===== config.mk =====
export PLATFORM = sky130hd
export DESIGN_NAME = float32_square_root_core
export DESIGN_NICKNAME = d
export VERILOG_FILES = /design/src/rtl/fsqrt_pkg.sv /design/src/rtl/fsqrt_stage.sv /design/src/rtl/float32_square_root_core.sv
export SDC_FILE = /design/constraint.sdc
export NUM_CORES = 2
export LEC_CHECK = 0
export BUFFER_PORTS_ARGS = -buffer_cell sky130_fd_sc_hd__buf_4
export CAP_MARGIN = 20
export CORE_MARGIN = 2
export CORE_UTILIZATION = 30
export CTS_CLUSTER_SIZE = 20
export DETAILED_ROUTE_END_ITERATION = 6
export PLACE_DENSITY = 0.44
export SLEW_MARGIN = 25
export SYNTH_ARGS = -nofsm -noshare
export SYNTH_HDL_FRONTEND = slang
export SYNTH_SLANG_ARGS = --single-unit

===== constraint.sdc =====
create_clock -name i_clk -period 147.9 [get_ports i_clk]
set_clock_uncertainty 0.1 [all_clocks]
set_input_delay 7.395 -clock i_clk [delete_from_list [all_inputs] [get_ports i_clk]]
set_output_delay 7.395 -clock i_clk [all_outputs]
set_load 0.005 [all_outputs]

===== src/rtl/fsqrt_pkg.sv =====
`timescale 1ns / 1ps
package fsqrt_pkg;

    localparam int SIG_W      = 25;
    localparam int ROOT_W     = 25;
    localparam int REM_W      = 32;
    localparam int NUM_ITERS  = 25;

    localparam logic [31:0] MAG_MASK  = 32'h7fffffff;
    localparam logic [31:0] INF_BITS  = 32'h7f800000;
    localparam logic [31:0] QNAN_DEF  = 32'h7fc00000;
    localparam logic [31:0] QUIET_BIT = 32'h00400000;
    localparam logic [23:0] HIDDEN    = 24'h800000;

    // sideband that travels with every transaction
    typedef struct packed {
        logic        special;
        logic [31:0] spec_bits;
        logic        spec_inv;
        logic [7:0]  exp_base;
    } t_side;

    typedef struct packed {
        logic [REM_W-1:0]  rem;
        logic [REM_W-1:0]  acc;
        logic [ROOT_W-1:0] root;
    } t_work;

    // leading zeros of a 24-bit value, nonzero input assumed
    function automatic logic [4:0] lz24(input logic [23:0] v);
        logic [4:0] n;
        logic       found;
        n = 5'd0;
        found = 1'b0;
        for (int i = 23; i >= 0; i--) begin
            if (!found) begin
                if (v[i]) begin
                    found = 1'b1;
                end else begin
                    n = n + 5'd1;
                end
            end
        end
        return n;
    endfunction

endpackage


===== src/rtl/fsqrt_stage.sv =====
`timescale 1ns / 1ps
module fsqrt_stage #(
    parameter int BIT_POS = 24
) (
    input  logic           i_clk,
    input  logic           i_rst_n,
    input  logic           i_adv,
    input  logic           i_valid,
    input  fsqrt_pkg::t_work i_work,
    input  fsqrt_pkg::t_side i_side,
    output logic           o_valid,
    output fsqrt_pkg::t_work o_work,
    output fsqrt_pkg::t_side o_side
);
    import fsqrt_pkg::*;

    localparam logic [REM_W-1:0] BIT_VAL = REM_W'(1) << BIT_POS;

    logic             r_valid;
    t_work            r_work;
    t_side            r_side;
    t_work            n_work;
    logic [REM_W-1:0] trial;
    logic [REM_W-1:0] rem_sub;

    always_comb begin
        trial   = i_work.acc + BIT_VAL;
        n_work  = i_work;
        rem_sub = i_work.rem;
        if (trial <= i_work.rem) begin
            n_work.acc  = trial + BIT_VAL;
            rem_sub     = i_work.rem - trial;
            n_work.root = i_work.root | BIT_VAL[ROOT_W-1:0];
        end
        n_work.rem = rem_sub << 1;
    end

    always_ff @(posedge i_clk) begin
        if (!i_rst_n) begin
            r_valid <= 1'b0;
        end else if (i_adv) begin
            r_valid <= i_valid;
        end
    end

    always_ff @(posedge i_clk) begin
        if (i_adv) begin
            r_work <= n_work;
            r_side <= i_side;
        end
    end

    assign o_valid = r_valid;
    assign o_work  = r_work;
    assign o_side  = r_side;
endmodule


===== src/rtl/float32_square_root_core.sv =====
`timescale 1ns / 1ps
// single-precision square root, fully pipelined
// input channel: i_valid / o_stall with i_operand_bits (raw binary32 bits)
// output channel: o_valid / i_stall with o_root_bits, o_invalid, o_inexact
// a transaction is taken on a rising edge with valid high and stall low
// the pipeline has 27 register stages:
// one decode stage (loaded at the accepting edge) that sorts out special
// operands and normalizes subnormals, one stage per root bit of the
// restoring recurrence (25), and one rounding/packing stage
// throughput: one transaction per cycle while the receiver does not stall;
// each root-bit stage holds one compare-and-subtract on the partial remainder
// when the receiver stalls with a result waiting, the whole pipeline
// holds and o_stall is raised; nothing is lost or repeated
// reset (synchronous, active low) clears all valid bits; results in
// flight are dropped
// special operands: NaN is returned quieted, zero keeps its sign,
// +inf gives +inf, negative nonzero gives the default quiet NaN
module float32_square_root_core (
    input  logic        i_clk,
    input  logic        i_rst_n,
    input  logic        i_valid,
    output logic        o_stall,
    input  logic [31:0] i_operand_bits,
    output logic        o_valid,
    input  logic        i_stall,
    output logic [31:0] o_root_bits,
    output logic        o_invalid,
    output logic        o_inexact
);
    import fsqrt_pkg::*;

    logic adv;
    assign adv     = !(o_valid && i_stall);
    assign o_stall = !adv;

    // decode
    logic [31:0]      mag;
    logic [7:0]       efield;
    logic [23:0]      frac24;
    logic [4:0]       lz;
    logic [23:0]      sig24;
    logic signed [9:0] expo;
    logic signed [9:0] half;
    logic [SIG_W-1:0] sig;
    t_side            n_side;
    t_work            n_work;

    always_comb begin
        mag    = i_operand_bits & MAG_MASK;
        efield = mag[30:23];
        frac24 = {1'b0, mag[22:0]};
        lz     = lz24(frac24);
        if (efield == 8'd0) begin
            sig24 = frac24 << lz;
            expo  = 10'sd1 - 10'sd127 - $signed({5'd0, lz});
        end else begin
            sig24 = frac24 | HIDDEN;
            expo  = $signed({2'b00, efield}) - 10'sd127;
        end
        sig  = expo[0] ? {sig24, 1'b0} : {1'b0, sig24};
        half = expo >>> 1;

        n_side.special   = 1'b1;
        n_side.spec_bits = 32'd0;
        n_side.spec_inv  = 1'b0;
        n_side.exp_base  = 8'(10'sd126 + half);
        if (mag > INF_BITS) begin
            n_side.spec_bits = i_operand_bits | QUIET_BIT;
            n_side.spec_inv  = !i_operand_bits[22];
        end else if (mag == 32'd0) begin
            n_side.spec_bits = i_operand_bits;
        end else if (i_operand_bits[31]) begin
            n_side.spec_bits = QNAN_DEF;
            n_side.spec_inv  = 1'b1;
        end else if (mag == INF_BITS) begin
            n_side.spec_bits = INF_BITS;
        end else begin
            n_side.special = 1'b0;
        end

        n_work.rem  = REM_W'({sig, 1'b0});
        n_work.acc  = '0;
        n_work.root = '0;
    end

    logic  r_dec_valid;
    t_side r_dec_side;
    t_work r_dec_work;

    always_ff @(posedge i_clk) begin
        if (!i_rst_n) begin
            r_dec_valid <= 1'b0;
        end else if (adv) begin
            r_dec_valid <= i_valid;
        end
    end

    always_ff @(posedge i_clk) begin
        if (adv) begin
            r_dec_side <= n_side;
            r_dec_work <= n_work;
        end
    end

    // one stage per root bit
    logic  st_valid [NUM_ITERS+1];
    t_side st_side  [NUM_ITERS+1];
    t_work st_work  [NUM_ITERS+1];

    assign st_valid[0] = r_dec_valid;
    assign st_side[0]  = r_dec_side;
    assign st_work[0]  = r_dec_work;

    for (genvar k = 0; k < NUM_ITERS; k++) begin : g_iter
        fsqrt_stage #(
            .BIT_POS(NUM_ITERS - 1 - k)
        ) u_stage (
            .i_clk   (i_clk),
            .i_rst_n (i_rst_n),
            .i_adv   (adv),
            .i_valid (st_valid[k]),
            .i_work  (st_work[k]),
            .i_side  (st_side[k]),
            .o_valid (st_valid[k+1]),
            .o_work  (st_work[k+1]),
            .o_side  (st_side[k+1])
        );
    end

    // round and pack
    t_side            l_side;
    t_work            l_work;
    logic             sticky;
    logic [ROOT_W-1:0] rnd_root;
    logic [31:0]      packed_res;
    logic [31:0]      n_bits;
    logic             n_inv;
    logic             n_inx;

    always_comb begin
        l_side     = st_side[NUM_ITERS];
        l_work     = st_work[NUM_ITERS];
        sticky     = (l_work.rem != '0);
        rnd_root   = l_work.root + (sticky ? {{(ROOT_W-1){1'b0}}, l_work.root[0]} : '0);
        packed_res = 32'(rnd_root >> 1) + {1'b0, l_side.exp_base, 23'd0};
        if (l_side.special) begin
            n_bits = l_side.spec_bits;
            n_inv  = l_side.spec_inv;
            n_inx  = 1'b0;
        end else begin
            n_bits = packed_res;
            n_inv  = 1'b0;
            n_inx  = sticky;
        end
    end

    logic        r_out_valid;
    logic [31:0] r_out_bits;
    logic        r_out_inv;
    logic        r_out_inx;

    always_ff @(posedge i_clk) begin
        if (!i_rst_n) begin
            r_out_valid <= 1'b0;
        end else if (adv) begin
            r_out_valid <= st_valid[NUM_ITERS];
        end
    end

    always_ff @(posedge i_clk) begin
        if (adv) begin
            r_out_bits <= n_bits;
            r_out_inv  <= n_inv;
            r_out_inx  <= n_inx;
        end
    end

    assign o_valid     = r_out_valid;
    assign o_root_bits = r_out_bits;
    assign o_invalid   = r_out_inv;
    assign o_inexact   = r_out_inx;
endmodule

==> flow_summary.toml <==
[layout]
areaGrowthSynthToFinish_pct = 14.9
multiInputGateArea_um2 = 28000
nNetsFinal = 8198
nFillCells = 32900
register_area_um2 = 72000
drive_gt1_share_pct = 8.11

[timing]
setup_viol = 0
rsz0062_at_grt = "no"
max_freq_ghz = 0.0505
setup_tns_ns = 0
worstMarginPinSlew_ns = 1.00
fin_crit_ns = 19.82
period_share_pct = 13.4
finalHoldViolations = 0
slew_violations = 0
relSlewSlack_pct = 33.1

[worst_setup_path]
crit_start = "i_operand_bits[22]"
cp_common_cell = "ha_1"
cp_slowest_stage_delay_ns = 0.66
criticalPathCategory = "in -> reg"
reg2reg_from = "o_valid"
critPathBufInv = 5
r2r_slack_ns = 141.37
worst_r2r_endpoint = "g_iter[11].u_stage.o_side[3]"
startpoint_type = "input port"
critPathCaptureType = "flop"
path_depth = 64
reg2regPathDepth = 7
critPathMaxFanout = 26
crit_family = "compound AO/OA/AOI/OAI gates"
crit_end = "r_dec_side[7]"
cp.required_ns = 148.40
arrival_ns = 20.32
cp_slowest_cell = "xnor3_2"

[synthesis]
synth_most_common_cell = "edfxtp_1"
ys_ff_latch = 2406
yosys_warnings = 0
synth_cells = 7221
synth_seq_area_share_pct = 69.6
synth_async_sr_flop_share_pct = 0
synth_area_leaders = "edfxtp_1, ha_1, inv_1"
yosys.area.top_type = "edfxtp_1"
synth_edf_count = 2379
avgSynthCellArea_um2 = 14.3
netlist_area_um2 = 103000
syn-num-nets = 7911
ys.flop_type = "edfxtp_1"
yosys.area.top_type_share_pct = 69.1
synth.distinct_cells = 101
yosys-top-cells-count = "edfxtp_1, inv_1, ha_1, a21oi_1, o21ai_0"

[die]
core_area_um2 = 343000
ios = 72
die_w_um = 591
die_y_um = 591
start_util_pct = 30.2
rows = 215
die_area_um2 = 350000

[flow_run]
maxCapViolations = 0

[pwr]
peakVddDrop_mv = 0.00840
p_comb_share_pct = 20.3
p_sw_share_pct = 27.7
finalPower_mw = 1.99
p_leak_nw = 48.9
p_per_area_nw_per_um2 = 16.8
seqPwrFrac_pct = 46.1
p_switching_uw = 552
internal_power_mw = 1.44
p_clk_share_pct = 33.6

[grt]
grt_start_max_net_pins = 191
antenna_found_initial = 6
grt_pass1_wl_mm = 289
grt_pass1_vias = 56600
grt_usage_pct = 10.2
grt-ovfl-total = 0

[cts]
cts_setup_buffers = 0
ctsHtreeMaxLevel = 5
cts_tree = "built"
cts_made_buffers = 281
root_buffer = "clkbuf_16"
cts_buffer_depth = 4
clock_latency_ns = 0.88
cts_resized = 0
cts.sinks = 2406
holdBufCountCts = 0
clkTransAtPathRegs_ns = 0.06

[detailed_routing]
drt_wl_total_mm = 180
vias = 53900
viasPerCell = 4.38
drcViolationCount = 0
routedWlPerCell_um = 14.7
first_iter_violations = 2620
final_antenna_net_count = 0
firstDrtPassIters = 5

[outcome]
status = "complete, no violations"

[placement]
routabilityCongestion = 0.786
port-buffer-count = 71
place_hpwl_mm = 122

[hold_path]
worstHoldPathType = "reg -> reg"
## routing by layer
| metal | wire length, µm | global-route usage (%) | vias up |
|---|---|---|---|
| li1 | - | - | 26800 |
| met1 | 66800 | 10.3 | 26100 |
| met2 | 99600 | 19.8 | 658 |
| met3 | 6180 | 1.95 | 386 |
| met4 | 7720 | 4.57 | 0 |
| met5 | 0 | 0 | - |
## power groups by stage
| stage | clock network, mW | registers (mW) | logic (mW) |
|---|---|---|---|
| after detailed placement | 0 | 0.936 | 0.410 |
| after floorplan | 0 | 0.916 | 0.311 |
| final | 0.669 | 0.919 | 0.404 |
| after global placement | 0 | 0.934 | 0.401 |
| after global routing | 0.725 | 0.931 | 0.464 |
| after CTS | 0.699 | 0.922 | 0.412 |
## stage by stage
stage | hold slack [ns] | utilization, % | cells | instance area (µm²) | worst slack [ns]
6_report | 0.287 | 34.6 | 12300 | 119000 | 128.08
5_1_grt | 0.285 | 34.6 | 12300 | 119000 | 126.98
4_1_cts | 0.280 | 34.6 | 12300 | 119000 | 128.09
3_5_place_dp | 0.305 | 32.0 | 11800 | 110000 | 127.11
3_3_place_gp | 0.300 | 32.0 | 11800 | 110000 | 127.06
2_1_floorplan | 0.300 | - | 7221 | 103000 | 72.53
## final cells by class
type	count	area share, %
inverters	824	2.60
multi-input cells	3865	23.6
clock buffers	340	6.16
diodes	9	0.0190
clock inverters	168	1.40
flip-flops and latches	2406	60.6
repair buffers	130	0.883
well taps	4557	4.80
## worst reg2reg max path, delay by kind of cell, from the launching register on
kind                   cells  cell delay, ns
flip-flops                 1            0.33
buffers and inverters      6            5.06
AND/OR/NAND/NOR            1            0.61
## how the worst min path moves through the flow
stage,slack (ns),start,cells after the start,to
global placement,0.30,g_iter[6].u_stage.o_side[21],0,g_iter[7].u_stage.o_side[21]
floorplan,0.30,r_dec_side[0],0,g_iter[0].u_stage.o_side[0]
global route,0.28,g_iter[11].u_stage.o_side[3],0,g_iter[12].u_stage.o_side[3]
detailed placement,0.30,r_dec_side[29],0,g_iter[0].u_stage.o_side[29]
CTS,0.28,g_iter[21].u_stage.o_side[9],0,g_iter[22].u_stage.o_side[9]
finish,0.29,g_iter[8].u_stage.o_side[33],0,g_iter[9].u_stage.o_side[33]
## kinds of logic after synthesis
logic type      share of synthesized area (%)
simple gates                             6.34
fa+ha+maj                                8.00
compound gates                           8.11
flops                                    69.6
xor+xnor                                 3.70
buf+inv                                  3.47
mux                                     0.804
## state kept, by name (all words and copies together), names as in the netlist
register and flops:
g_iter.u_stage.o_work 1228, g_iter.u_stage.o_valid 25, o_root_bits 32, o_inexact 1
o_invalid 1, r_dec_valid 1, r_dec_work 25, g_iter.u_stage.o_side 1050
r_dec_side 42, o_valid 1
## placed cells by master, fill, tap and decap left out, types with 80 or more instances in the layout
master / netlist / final
inv_1: 820 / 820
nor2_1: 344 / 343
nand2_1: 373 / 372
ha_1: 641 / 641
o21a_1: 80 / 80
a21o_1: 122 / 122
edfxtp_1: 2379 / 2379
a21oi_1: 445 / 443
xnor2_1: 248 / 247
o21bai_1: 109 / 109
nor2b_1: 108 / 108
buf_4: 3 / 122
o21ai_0: 385 / 383
clkbuf_16: 0 / 284
xor2_1: 167 / 167
nor3_1: 80 / 80
No activity file was read; power rests on OpenSTA's default activity.
